--- config.mk ---
export PLATFORM = sky130hd
export DESIGN_NAME = websocket_frame_deframer
export DESIGN_NICKNAME = d
export VERILOG_FILES = /design/src/sv/wsd_pkg.sv /design/src/sv/wsd_core.sv /design/src/sv/websocket_frame_deframer.sv
export SDC_FILE = /design/constraint.sdc
export NUM_CORES = 1
export LEC_CHECK = 0
export ABC_CLOCK_PERIOD_IN_PS = 7200
export BUFFER_PORTS_ARGS = -buffer_cell sky130_fd_sc_hd__clkbuf_2
export CAP_MARGIN = 20
export CORE_MARGIN = 2
export CORE_UTILIZATION = 60
export DETAILED_ROUTE_END_ITERATION = 12
export PLACE_DENSITY = 0.88
export SLEW_MARGIN = 15
export SYNTH_ARGS = -nofsm -noshare
export SYNTH_HDL_FRONTEND = slang
export SYNTH_SLANG_ARGS = --single-unit
export TNS_END_PERCENT = 100
--- constraint.sdc ---
create_clock -name clk_i -period 7.2 [get_ports clk_i]
set_input_delay 1.08 -clock clk_i [delete_from_list [all_inputs] [get_ports clk_i]]
set_output_delay 1.08 -clock clk_i [all_outputs]
set_load 0.1 [all_outputs]
--- src/sv/wsd_pkg.sv ---
// Shared types and constants for the frame deframer.
// Request structs for both channels and the status codes; no dependencies.
package wsd_pkg;

  // header bit positions and length codes
  localparam int unsigned FinBit      = 7;
  localparam int unsigned MaskBit     = 7;
  localparam logic [6:0]  LenCodeExt  = 7'd126;
  localparam logic [6:0]  LenCodeLong = 7'd127;
  localparam logic [2:0]  ExtBytes    = 3'd2;
  localparam logic [2:0]  KeyBytes    = 3'd4;

  // status reported with a result
  typedef enum logic [1:0] {
    ST_NONE        = 2'd0,
    ST_DONE        = 2'd1,
    ST_INCOMPLETE  = 2'd2,
    ST_UNSUPPORTED = 2'd3
  } status_e;

  // one received byte
  typedef struct packed {
    logic [7:0] data_byte;
    logic       buffer_end;
  } in_t;

  // one result
  typedef struct packed {
    logic [7:0]  out_byte;
    logic        payload_valid;
    status_e     frame_status;
    logic        fin_flag;
    logic [3:0]  frame_opcode;
    logic        was_masked;
    logic [15:0] payload_length;
    logic [16:0] total_len;
  } out_t;

endpackage

--- src/sv/wsd_core.sv ---
// Frame parser state and per-byte decode: header, extended length, mask key,
// payload unmasking. Depends on wsd_pkg.
module wsd_core
  import wsd_pkg::*;
(
  input  logic clk_i,
  input  logic rst_ni,
  input  logic fire_i,
  input  in_t  item_i,
  output logic res_valid_o,
  output out_t res_o
);

  typedef enum logic [2:0] {
    PH_HDR0 = 3'd0,
    PH_HDR1 = 3'd1,
    PH_EXT  = 3'd2,
    PH_KEY  = 3'd3,
    PH_PAY  = 3'd4,
    PH_DROP = 3'd5
  } phase_e;

  phase_e      phase_q, phase_d;
  logic [2:0]  hdr_idx_q, hdr_idx_d;
  logic        fin_q, fin_d;
  logic [3:0]  opcode_q, opcode_d;
  logic        mask_q, mask_d;
  logic [15:0] len_q, len_d;
  logic [31:0] key_q, key_d;
  logic [15:0] pay_cnt_q, pay_cnt_d;
  logic [3:0]  hdr_len_q, hdr_len_d;

  logic [7:0]  b;
  logic        last;
  logic        hdr_done;
  logic        go_pay;
  logic [7:0]  key_byte;
  logic [7:0]  ob;
  logic        pv;
  status_e     st;
  logic [16:0] raw;

  assign b = item_i.data_byte;

  // next state and result for the byte in the input register
  always_comb begin
    phase_d   = phase_q;
    hdr_idx_d = hdr_idx_q;
    fin_d     = fin_q;
    opcode_d  = opcode_q;
    mask_d    = mask_q;
    len_d     = len_q;
    key_d     = key_q;
    pay_cnt_d = pay_cnt_q;
    hdr_len_d = hdr_len_q;
    last      = item_i.buffer_end;
    hdr_done  = 1'b0;
    go_pay    = 1'b0;
    key_byte  = 8'h00;
    ob        = 8'h00;
    pv        = 1'b0;
    st        = ST_NONE;
    raw       = 17'd0;

    unique case (phase_q)
      PH_HDR1: begin
        mask_d    = b[MaskBit];
        len_d     = {9'd0, b[6:0]};
        hdr_len_d = 4'd2;
        if (b[6:0] == LenCodeLong) begin
          st      = ST_UNSUPPORTED;
          phase_d = last ? PH_HDR0 : PH_DROP;
          last    = 1'b0;
        end else if (b[6:0] == LenCodeExt) begin
          phase_d   = PH_EXT;
          hdr_idx_d = 3'd0;
        end else begin
          hdr_done = 1'b1;
        end
      end
      PH_EXT: begin
        len_d     = {len_q[7:0], b};
        hdr_idx_d = hdr_idx_q + 3'd1;
        hdr_len_d = hdr_len_q + 4'd1;
        hdr_done  = (hdr_idx_d >= ExtBytes);
      end
      PH_KEY: begin
        key_d     = {key_q[23:0], b};
        hdr_idx_d = hdr_idx_q + 3'd1;
        hdr_len_d = hdr_len_q + 4'd1;
        go_pay    = (hdr_idx_d >= KeyBytes);
      end
      PH_PAY: begin
        // key byte 0 is the first key byte received
        if (mask_q) begin
          case (pay_cnt_q[1:0])
            2'd0:    key_byte = key_q[31:24];
            2'd1:    key_byte = key_q[23:16];
            2'd2:    key_byte = key_q[15:8];
            default: key_byte = key_q[7:0];
          endcase
        end
        ob        = b ^ key_byte;
        pv        = 1'b1;
        pay_cnt_d = pay_cnt_q + 16'd1;
        if (pay_cnt_d == len_q) begin
          st      = ST_DONE;
          phase_d = PH_HDR0;
        end
      end
      PH_DROP: begin
        // discard until the buffer ends, no results
        if (last) phase_d = PH_HDR0;
        last = 1'b0;
      end
      default: begin
        fin_d     = b[FinBit];
        opcode_d  = b[3:0];
        mask_d    = 1'b0;
        len_d     = 16'd0;
        key_d     = 32'd0;
        pay_cnt_d = 16'd0;
        hdr_idx_d = 3'd0;
        hdr_len_d = 4'd1;
        phase_d   = PH_HDR1;
      end
    endcase

    // header finished: key next, or straight to payload
    if (hdr_done) begin
      if (mask_d) begin
        phase_d   = PH_KEY;
        hdr_idx_d = 3'd0;
      end else begin
        go_pay = 1'b1;
      end
    end

    // empty payload completes right away
    if (go_pay) begin
      if (len_d == 16'd0) begin
        phase_d = PH_HDR0;
        st      = ST_DONE;
      end else begin
        phase_d = PH_PAY;
      end
    end

    // completion wins over buffer end
    if (st == ST_DONE) begin
      raw = {13'd0, hdr_len_d} + {1'b0, len_d};
    end else if (last && (st == ST_NONE)) begin
      st      = ST_INCOMPLETE;
      phase_d = PH_HDR0;
    end
  end

  assign res_valid_o          = pv || (st != ST_NONE);
  assign res_o.out_byte       = ob;
  assign res_o.payload_valid  = pv;
  assign res_o.frame_status   = st;
  assign res_o.fin_flag       = fin_d;
  assign res_o.frame_opcode   = opcode_d;
  assign res_o.was_masked     = mask_d;
  assign res_o.payload_length = len_d;
  assign res_o.total_len      = raw;

  // parser state
  always_ff @(posedge clk_i or negedge rst_ni) begin
    if (!rst_ni) begin
      phase_q   <= PH_HDR0;
      hdr_idx_q <= 3'd0;
      fin_q     <= 1'b0;
      opcode_q  <= 4'd0;
      mask_q    <= 1'b0;
      len_q     <= 16'd0;
      key_q     <= 32'd0;
      pay_cnt_q <= 16'd0;
      hdr_len_q <= 4'd0;
    end else if (fire_i) begin
      phase_q   <= phase_d;
      hdr_idx_q <= hdr_idx_d;
      fin_q     <= fin_d;
      opcode_q  <= opcode_d;
      mask_q    <= mask_d;
      len_q     <= len_d;
      key_q     <= key_d;
      pay_cnt_q <= pay_cnt_d;
      hdr_len_q <= hdr_len_d;
    end
  end

endmodule

--- src/sv/websocket_frame_deframer.sv ---
// Top level of the frame deframer: input register, parser core, result register.
// Depends on wsd_pkg and wsd_core.
//
//   channel | direction | handshake              | request type
//   in      | input     | in_valid_i/in_ready_o  | in_t  (data_byte, buffer_end)
//   out     | output    | out_valid_o/out_ready_i| out_t (payload byte, status, header)
//
// One byte per cycle sustained while the result register is not stalled; a byte
// waits in the input register and its result is then registered in the result register.
// The parser state advances once per byte as it leaves the input register.
// Bytes that cause no result are consumed without touching the result register.
// A stalled result register holds the input register; input stays ready while
// the input register is empty. Reset returns the parser to the first header byte.
module websocket_frame_deframer
  import wsd_pkg::*;
(
  input  logic clk_i,
  input  logic rst_ni,
  input  logic in_valid_i,
  output logic in_ready_o,
  input  in_t  in_data_i,
  output logic out_valid_o,
  input  logic out_ready_i,
  output out_t out_data_o
);

  logic in_valid_q;
  in_t  in_data_q;
  logic out_valid_q;
  out_t out_data_q;
  logic advance;
  logic in_fire;
  logic res_valid;
  out_t res;

  // the input register moves on when the result register can take a request
  assign advance    = in_valid_q && (!out_valid_q || out_ready_i);
  assign in_ready_o = !in_valid_q || advance;
  assign in_fire    = in_valid_i && in_ready_o;

  // input register
  always_ff @(posedge clk_i or negedge rst_ni) begin
    if (!rst_ni) begin
      in_valid_q <= 1'b0;
    end else if (in_fire) begin
      in_valid_q <= 1'b1;
    end else if (advance) begin
      in_valid_q <= 1'b0;
    end
  end

  always_ff @(posedge clk_i) begin
    if (in_fire) begin
      in_data_q <= in_data_i;
    end
  end

  wsd_core u_core (
    .clk_i       (clk_i),
    .rst_ni      (rst_ni),
    .fire_i      (advance),
    .item_i      (in_data_q),
    .res_valid_o (res_valid),
    .res_o       (res)
  );

  // result register
  always_ff @(posedge clk_i or negedge rst_ni) begin
    if (!rst_ni) begin
      out_valid_q <= 1'b0;
    end else if (advance && res_valid) begin
      out_valid_q <= 1'b1;
    end else if (out_ready_i) begin
      out_valid_q <= 1'b0;
    end
  end

  always_ff @(posedge clk_i) begin
    if (advance && res_valid) begin
      out_data_q <= res;
    end
  end

  assign out_valid_o = out_valid_q;
  assign out_data_o  = out_data_q;

  // a result always carries a byte or a status
  a_result_nonempty: assert property (@(posedge clk_i) disable iff (!rst_ni)
    out_valid_o |-> (out_data_o.payload_valid || (out_data_o.frame_status != ST_NONE)))
    else $error("result with neither payload nor status");

  // unsupported length never comes with a payload byte
  a_unsup_no_payload: assert property (@(posedge clk_i) disable iff (!rst_ni)
    (out_valid_o && out_data_o.payload_valid) |->
      (out_data_o.frame_status != ST_UNSUPPORTED))
    else $error("payload byte with unsupported status");

  // raw length only on completion, and covers at least the two header bytes
  a_raw_only_done: assert property (@(posedge clk_i) disable iff (!rst_ni)
    (out_valid_o && (out_data_o.frame_status != ST_DONE)) |->
      (out_data_o.total_len == 17'd0))
    else $error("raw length without completion");

  a_raw_covers_hdr: assert property (@(posedge clk_i) disable iff (!rst_ni)
    (out_valid_o && (out_data_o.frame_status == ST_DONE)) |->
      (out_data_o.total_len >= ({1'b0, out_data_o.payload_length} + 17'd2)))
    else $error("raw length shorter than header plus payload");

  // input stalls only when both registers are full
  a_stall_cause: assert property (@(posedge clk_i) disable iff (!rst_ni)
    !in_ready_o |-> (in_valid_q && out_valid_q && !out_ready_i))
    else $error("input stalled without a full pipeline");

endmodule

=== Word level (Yosys, flattened, before mapping) ===
Cells that the tools add are included.

* Muxes and demuxes: 47
* Add/sub/neg operators: 4
* Bitwise logic cells: 3
* Magnitude comparators: 2
* Reductions and logical operators: 24
* Equality and inequality tests: 11

{| class="wikitable"
|+ Operators by type and width
! operator !! count
|-
| 32-bit case mux with 2 select lines || 1
|-
| 16-bit case mux with 3 select lines || 1
|-
| 3-bit 2-to-1 mux || 15
|-
| 16-bit case mux with 2 select lines || 1
|-
| 8-bit case mux with 3 select lines || 1
|-
| 4-bit by 16-bit adder with 17-bit output || 1
|-
| 16-bit by 1-bit adder with 16-bit output (second input constant) || 1
|-
| 16-bit equality test || 1
|-
| 16-bit logical NOT || 1
|-
| 8-bit 2-to-1 mux || 2
|-
| 7-bit equality test (second input constant) || 2
|-
| 1-bit 2-to-1 mux || 13
|-
| 3-bit case mux with 4 select lines || 1
|-
| 4-bit case mux with 3 select lines || 1
|-
| 4-bit OR reduction || 3
|-
| 2-bit 2-to-1 mux || 5
|-
| 3-bit case mux with 3 select lines || 1
|-
| 8-bit bitwise XOR || 1
|-
| 3-bit by 2-bit equality test with 1-bit output (second input constant) || 2
|-
| 3-bit equality test (second input constant) || 2
|-
| 1-bit case mux with 2 select lines || 3
|-
| 2-bit nonzero test || 3
|-
| 5-bit OR reduction || 1
|-
| 4-bit by 1-bit adder with 4-bit output (second input constant) || 1
|-
| other kinds (16) || 27
|}

* Input port bits: 13
* Bits in registers: 141
* Output and inout bits: 52

=== Depth between registers and ports, before layout ===
* Depth in word-level cells: 14
* Gate-level depth with buffers: 15
* Mapped depth without buffers: 13

=== Modules after synthesis ===
Synthesis repeated with hierarchy kept, for this count alone.

* Cells, all modules: 767
* Area, all modules: 7507.2 um2

{| class="wikitable"
|+ Modules (own cells, without submodules)
! module !! area each (um2) !! times used !! cells each
|-
| wsd_core || 5624.1 || 1 || 698
|-
| websocket_frame_deframer || 1883.1 || 1 || 69
|}

=== Least setup slack after synthesis ===
OpenSTA, ideal clock, no wires.

* Kind: register to register
* Start: register u_core.phase_q[1]
* End: register out_data_q, in the netlist out_data_o[0] (enable)
* Clock period less this slack: 5.402 ns
* Arrival: 4.914 ns
* Library setup time: 0.488 ns
* Stages on the path, launching flop included: 9
* Path slack: 1.798 ns
* Path buffers: 2
* Data required time: 6.712 ns
* Cells stage by stage: dfrtp_1 > buf_6 > clkbuf_1 > mux2_2 > a221o_1 > nor2_1 > nand3_1 > or4_4 > a41oi_1

{| class="wikitable"
|+ RTL lines
! what !! line !! RTL
|-
| start: declaration || wsd_core.sv:23 || <nowiki>phase_e phase_q, phase_d;</nowiki>
|-
| start signal: assignment || wsd_core.sv:181 || <nowiki>phase_q <= phase_d;</nowiki>
|-
| end signal: assignment || websocket_frame_deframer.sv:80 || <nowiki>out_data_q <= res;</nowiki>
|-
| end: declaration || websocket_frame_deframer.sv:30 || <nowiki>out_t out_data_q;</nowiki>
|}

==> metrics.md <==
| Metric | Value |
|---|---|
| Comb power frac | `41.0%` |
| Die Wd | `115 um` |
| Routed WL per cell | `a little under 20 um` |
| Worst Skew | `around 11 ps` |
| Overflow after GRT | `0` |
| CP Launch Type | `flip-flop` |
| Num CTS Buffers | `17` |
| Number of global-route vias before repair | `5,812` |
| Min-Delay Path Class | `reg2reg` |
| Simple-gate share of the synthesized area | `16.2%` |
| Vias per cell | `6.48` |
| Initial antenna violation count | `0` |
| Synth top area cells | `dfrtp_1 (28%), edfxtp_1 (24%), nand2_1 (6.0%)` |
| Setup TNS | `0 ps` |
| Dpl cell area | `0.00769 sq mm` |
| Final Cycle Share | `a little over three fifths` |
| Main flop type after synthesis | `dfrtp_1` |
| Peak supply drop | `0.188 mV` |
| Final antenna-violating net count | `0` |
| Crit Path Max Fanout | `27` |
| Unrepaired setup endpoints after global routing | `no` |
| Total of max-cap violations | `0` |
| Largest net degree at the start of global routing | `83` |
| Worst path required time | `between 7000 and 8000 ps` |
| Worst endpoint data arrival time | `4660 ps` |
| Die ar. | `0.0131 sq mm` |
| Synth-to-Final Area Change | `13.1%` |
| Net Sw Frac | `45.6%` |
| Clock share of power | `24.2%` |
| WS Path Type | `reg2reg` |
| Hold Violations, Final | `0` |
| Die height | `115 um` |
| P_leak | `approximately 3.6 nW` |
| PortBufs | `between 60 and 70` |
| Final-report max-slew violation count | `0` |
| Most frequent cells in the layout | `nand2_1 (117), dfrtp_1 (82), clkbuf_2 (63)` |
| Post-synth EDFFs | `59` |
| Clk Latency, worst-skew pair | `420 ps` |
| I/O pin count | `65` |
| YS warnings | `0` |
| Final setup viols | `0` |
| Sequential share of power | `34.8%` |
| Post-synthesis adder-cell area fraction | `approximately 2.3%` |
| GP Congestion | `between 0.9 and 1` |
| Post-Syn Nets | `between 700 and 800` |
| GRT Util Overall | `between 20% and 30%` |
| Total Power | `about 3.4 mW` |
| Xor/xnor cell area share of the yosys netlist | `5.58%` |
| Slew headroom | `between 30% and 40%` |
| Core ar. | `0.0120 sq mm` |
| PD cells | `412 mW/mm^2` |
| Seq/Total Area, Yosys | `52.1%` |
| Clk slew on worst S/H paths | `roughly 60 ps` |
| Seq cells post-synth | `141` |
| Worst-Margin Slew | `1020 ps` |
| Initial Util | `61.3%` |
| Post-synth top area share | `28.0%` |
| Async SR Flop Fraction | `58.2%` |
| Endpoint type of the worst setup path | `flip-flop` |
| Final #Nets | `778` |
| Hold_buf cts | `0` |
| Maximum clock frequency | `222 MHz` |
| CTS sink cnt | `141` |
| Worst slack, placed | `2820 ps` |
| Remaining DRCs | `0` |
| Final WL | `17,900 um` |
| Post-Syn Area | `~0.0073 sq mm` |
| First-pass GRT wire length | `29,000 um` |
| Complex-gate fraction of the synthesized area | `16.9%` |
| Combinational family with the most area after synthesis | `compound AO/OA/AOI/OAI gates` |
| Setup Buffers After CTS | `0` |
| Post-CTS Resized | `0` |
| Commonest non-fill, non-tap cell in the layout | `nand2_1` |
| Distinct cell type count after synthesis | `65` |
| Clock buffer depth | `2` |
| Layout cells sized above 1 | `between 10% and 20%` |
| H-tree levels | `4` |
| CTS tree | `done` |
| Initial DRC Count | `585` |
| DR pass1 iterations | `8` |
| Post-synthesis mux area share | `3.31%` |
| Post-DP HPWL | `11,900 um` |
| Final WS setup | `~2700 ps` |
| Post-route design area | `0.00830 sq mm` |
| Run status | `completed` |
| Sw Pwr | `1.56 mW` |
| Int Pwr | `1.86 mW` |
| Leading area contributor after synthesis | `dfrtp_1` |
| Via Count | `approximately 6k` |
| Period minus WS final | `approximately 4500 ps` |
| Ant. Diodes | `0` |
| Root Buffer | `clkbuf_16` |
| Synth Instances | `a little over 700` |
| Rows | `40` |
| Avg Cell Area, Syn | `10.3 sq um` |
-- state kept, by name, summed over array words and instances (netlist names), 3 cells and up --
register,count
u_core.hdr_len_q,4
u_core.key_q,32
in_data_q,9
u_core.phase_q,3
u_core.hdr_idx_q,3
u_core.pay_cnt_q,16
u_core.len_q,16
u_core.opcode_q,4
out_data_o,50
-- metrics by stage --
step | utilization [%] | hold slack [ps] | std cells
after floorplan | - | 442 | 711
after global placement | 64.3 | 455 | 879
after detailed placement | 64.3 | 476 | 879
final | 69.4 | 484 | 913
after CTS | 69.1 | 492 | 911
after global routing | 69.4 | 512 | 913
-- cell type report --
class                           instances  area, sq um
Sequential cell                       141         3820
Multi-Input combinational cell        506         3270
Inverter                               17         63.8
Fill cell                             836         3660
Timing Repair Buffer                   70          388
Clock buffer                           27          546
Tap cell                              147          184
Clock inverter                          5         26.3
-- synth_stat cells (11+ instances only) --
cell type	n
nand4_1	11
o21ai_0	53
clkbuf_1	32
nand3_1	19
dfrtp_1	82
xor2_1	22
nor2_1	55
edfxtp_1	59
xnor2_1	22
nand2_1	117
inv_1	17
a22o_1	37
a21oi_1	12
ha_1	11
-- critical path, cell delays in order, from the launching register on --
cell and delay (ps):
dfrtp_1 880, nor2b_1 470, a22oi_1 160, o21ai_0 510, ha_1 290, inv_1 60, fa_1 390, nor2b_1 210
o21ai_0 120, nand2b_1 140, nand3_1 210, nor4b_1 570, xnor2_1 180, nor2_1 50
-- power by group through the flow --
stage / registers, mW / logic, mW / clock network, mW
final: 1.19 / 1.40 / 0.827
after global routing: 1.21 / 1.49 / 0.867
after CTS: 1.18 / 1.39 / 0.835
after detailed placement: 1.20 / 1.39 / 0
after global placement: 1.19 / 1.35 / 0
after floorplan: 1.68 / 0.636 / 0
-- cells by family after synthesis --
| family | after synthesis |
|---|---|
| adders and majority gates | 13 |
| buffers and inverters | 64 |
| xor gates and xnor gates | 45 |
| DFF | 141 |
| and+or+nand+nor | 257 |
| AOI/OAI and AO/OA | 169 |
| muxes | 22 |
-- worst paths after layout --
check	from	to	slack [ps]	depth (start not counted)
max in group asynchronous	rst_ni	u_core.len_q[14]	5940	2
max	u_core.phase_q[1]	out_data_o[14]	2690	13
min reg2reg	u_core.opcode_q[1]	u_core.opcode_q[1]	480	2
min in group asynchronous	rst_ni	u_core.key_q[15]	650	1
min	u_core.opcode_q[1]	u_core.opcode_q[1]	480	2
max reg2reg	u_core.phase_q[1]	out_data_o[14]	2690	13
-- routing by layer --
metal / up-vias / share of wire, % / GRT usage [%]
met2: 314 / 50 / 46.4
met1: 2867 / 39 / 36.1
li1: 2682 / - / -
met3: 56 / 7.5 / 7.09
met4: 0 / 3.1 / 13.3
met5: - / 0 / 0
Power figures use the tool's default switching activity.
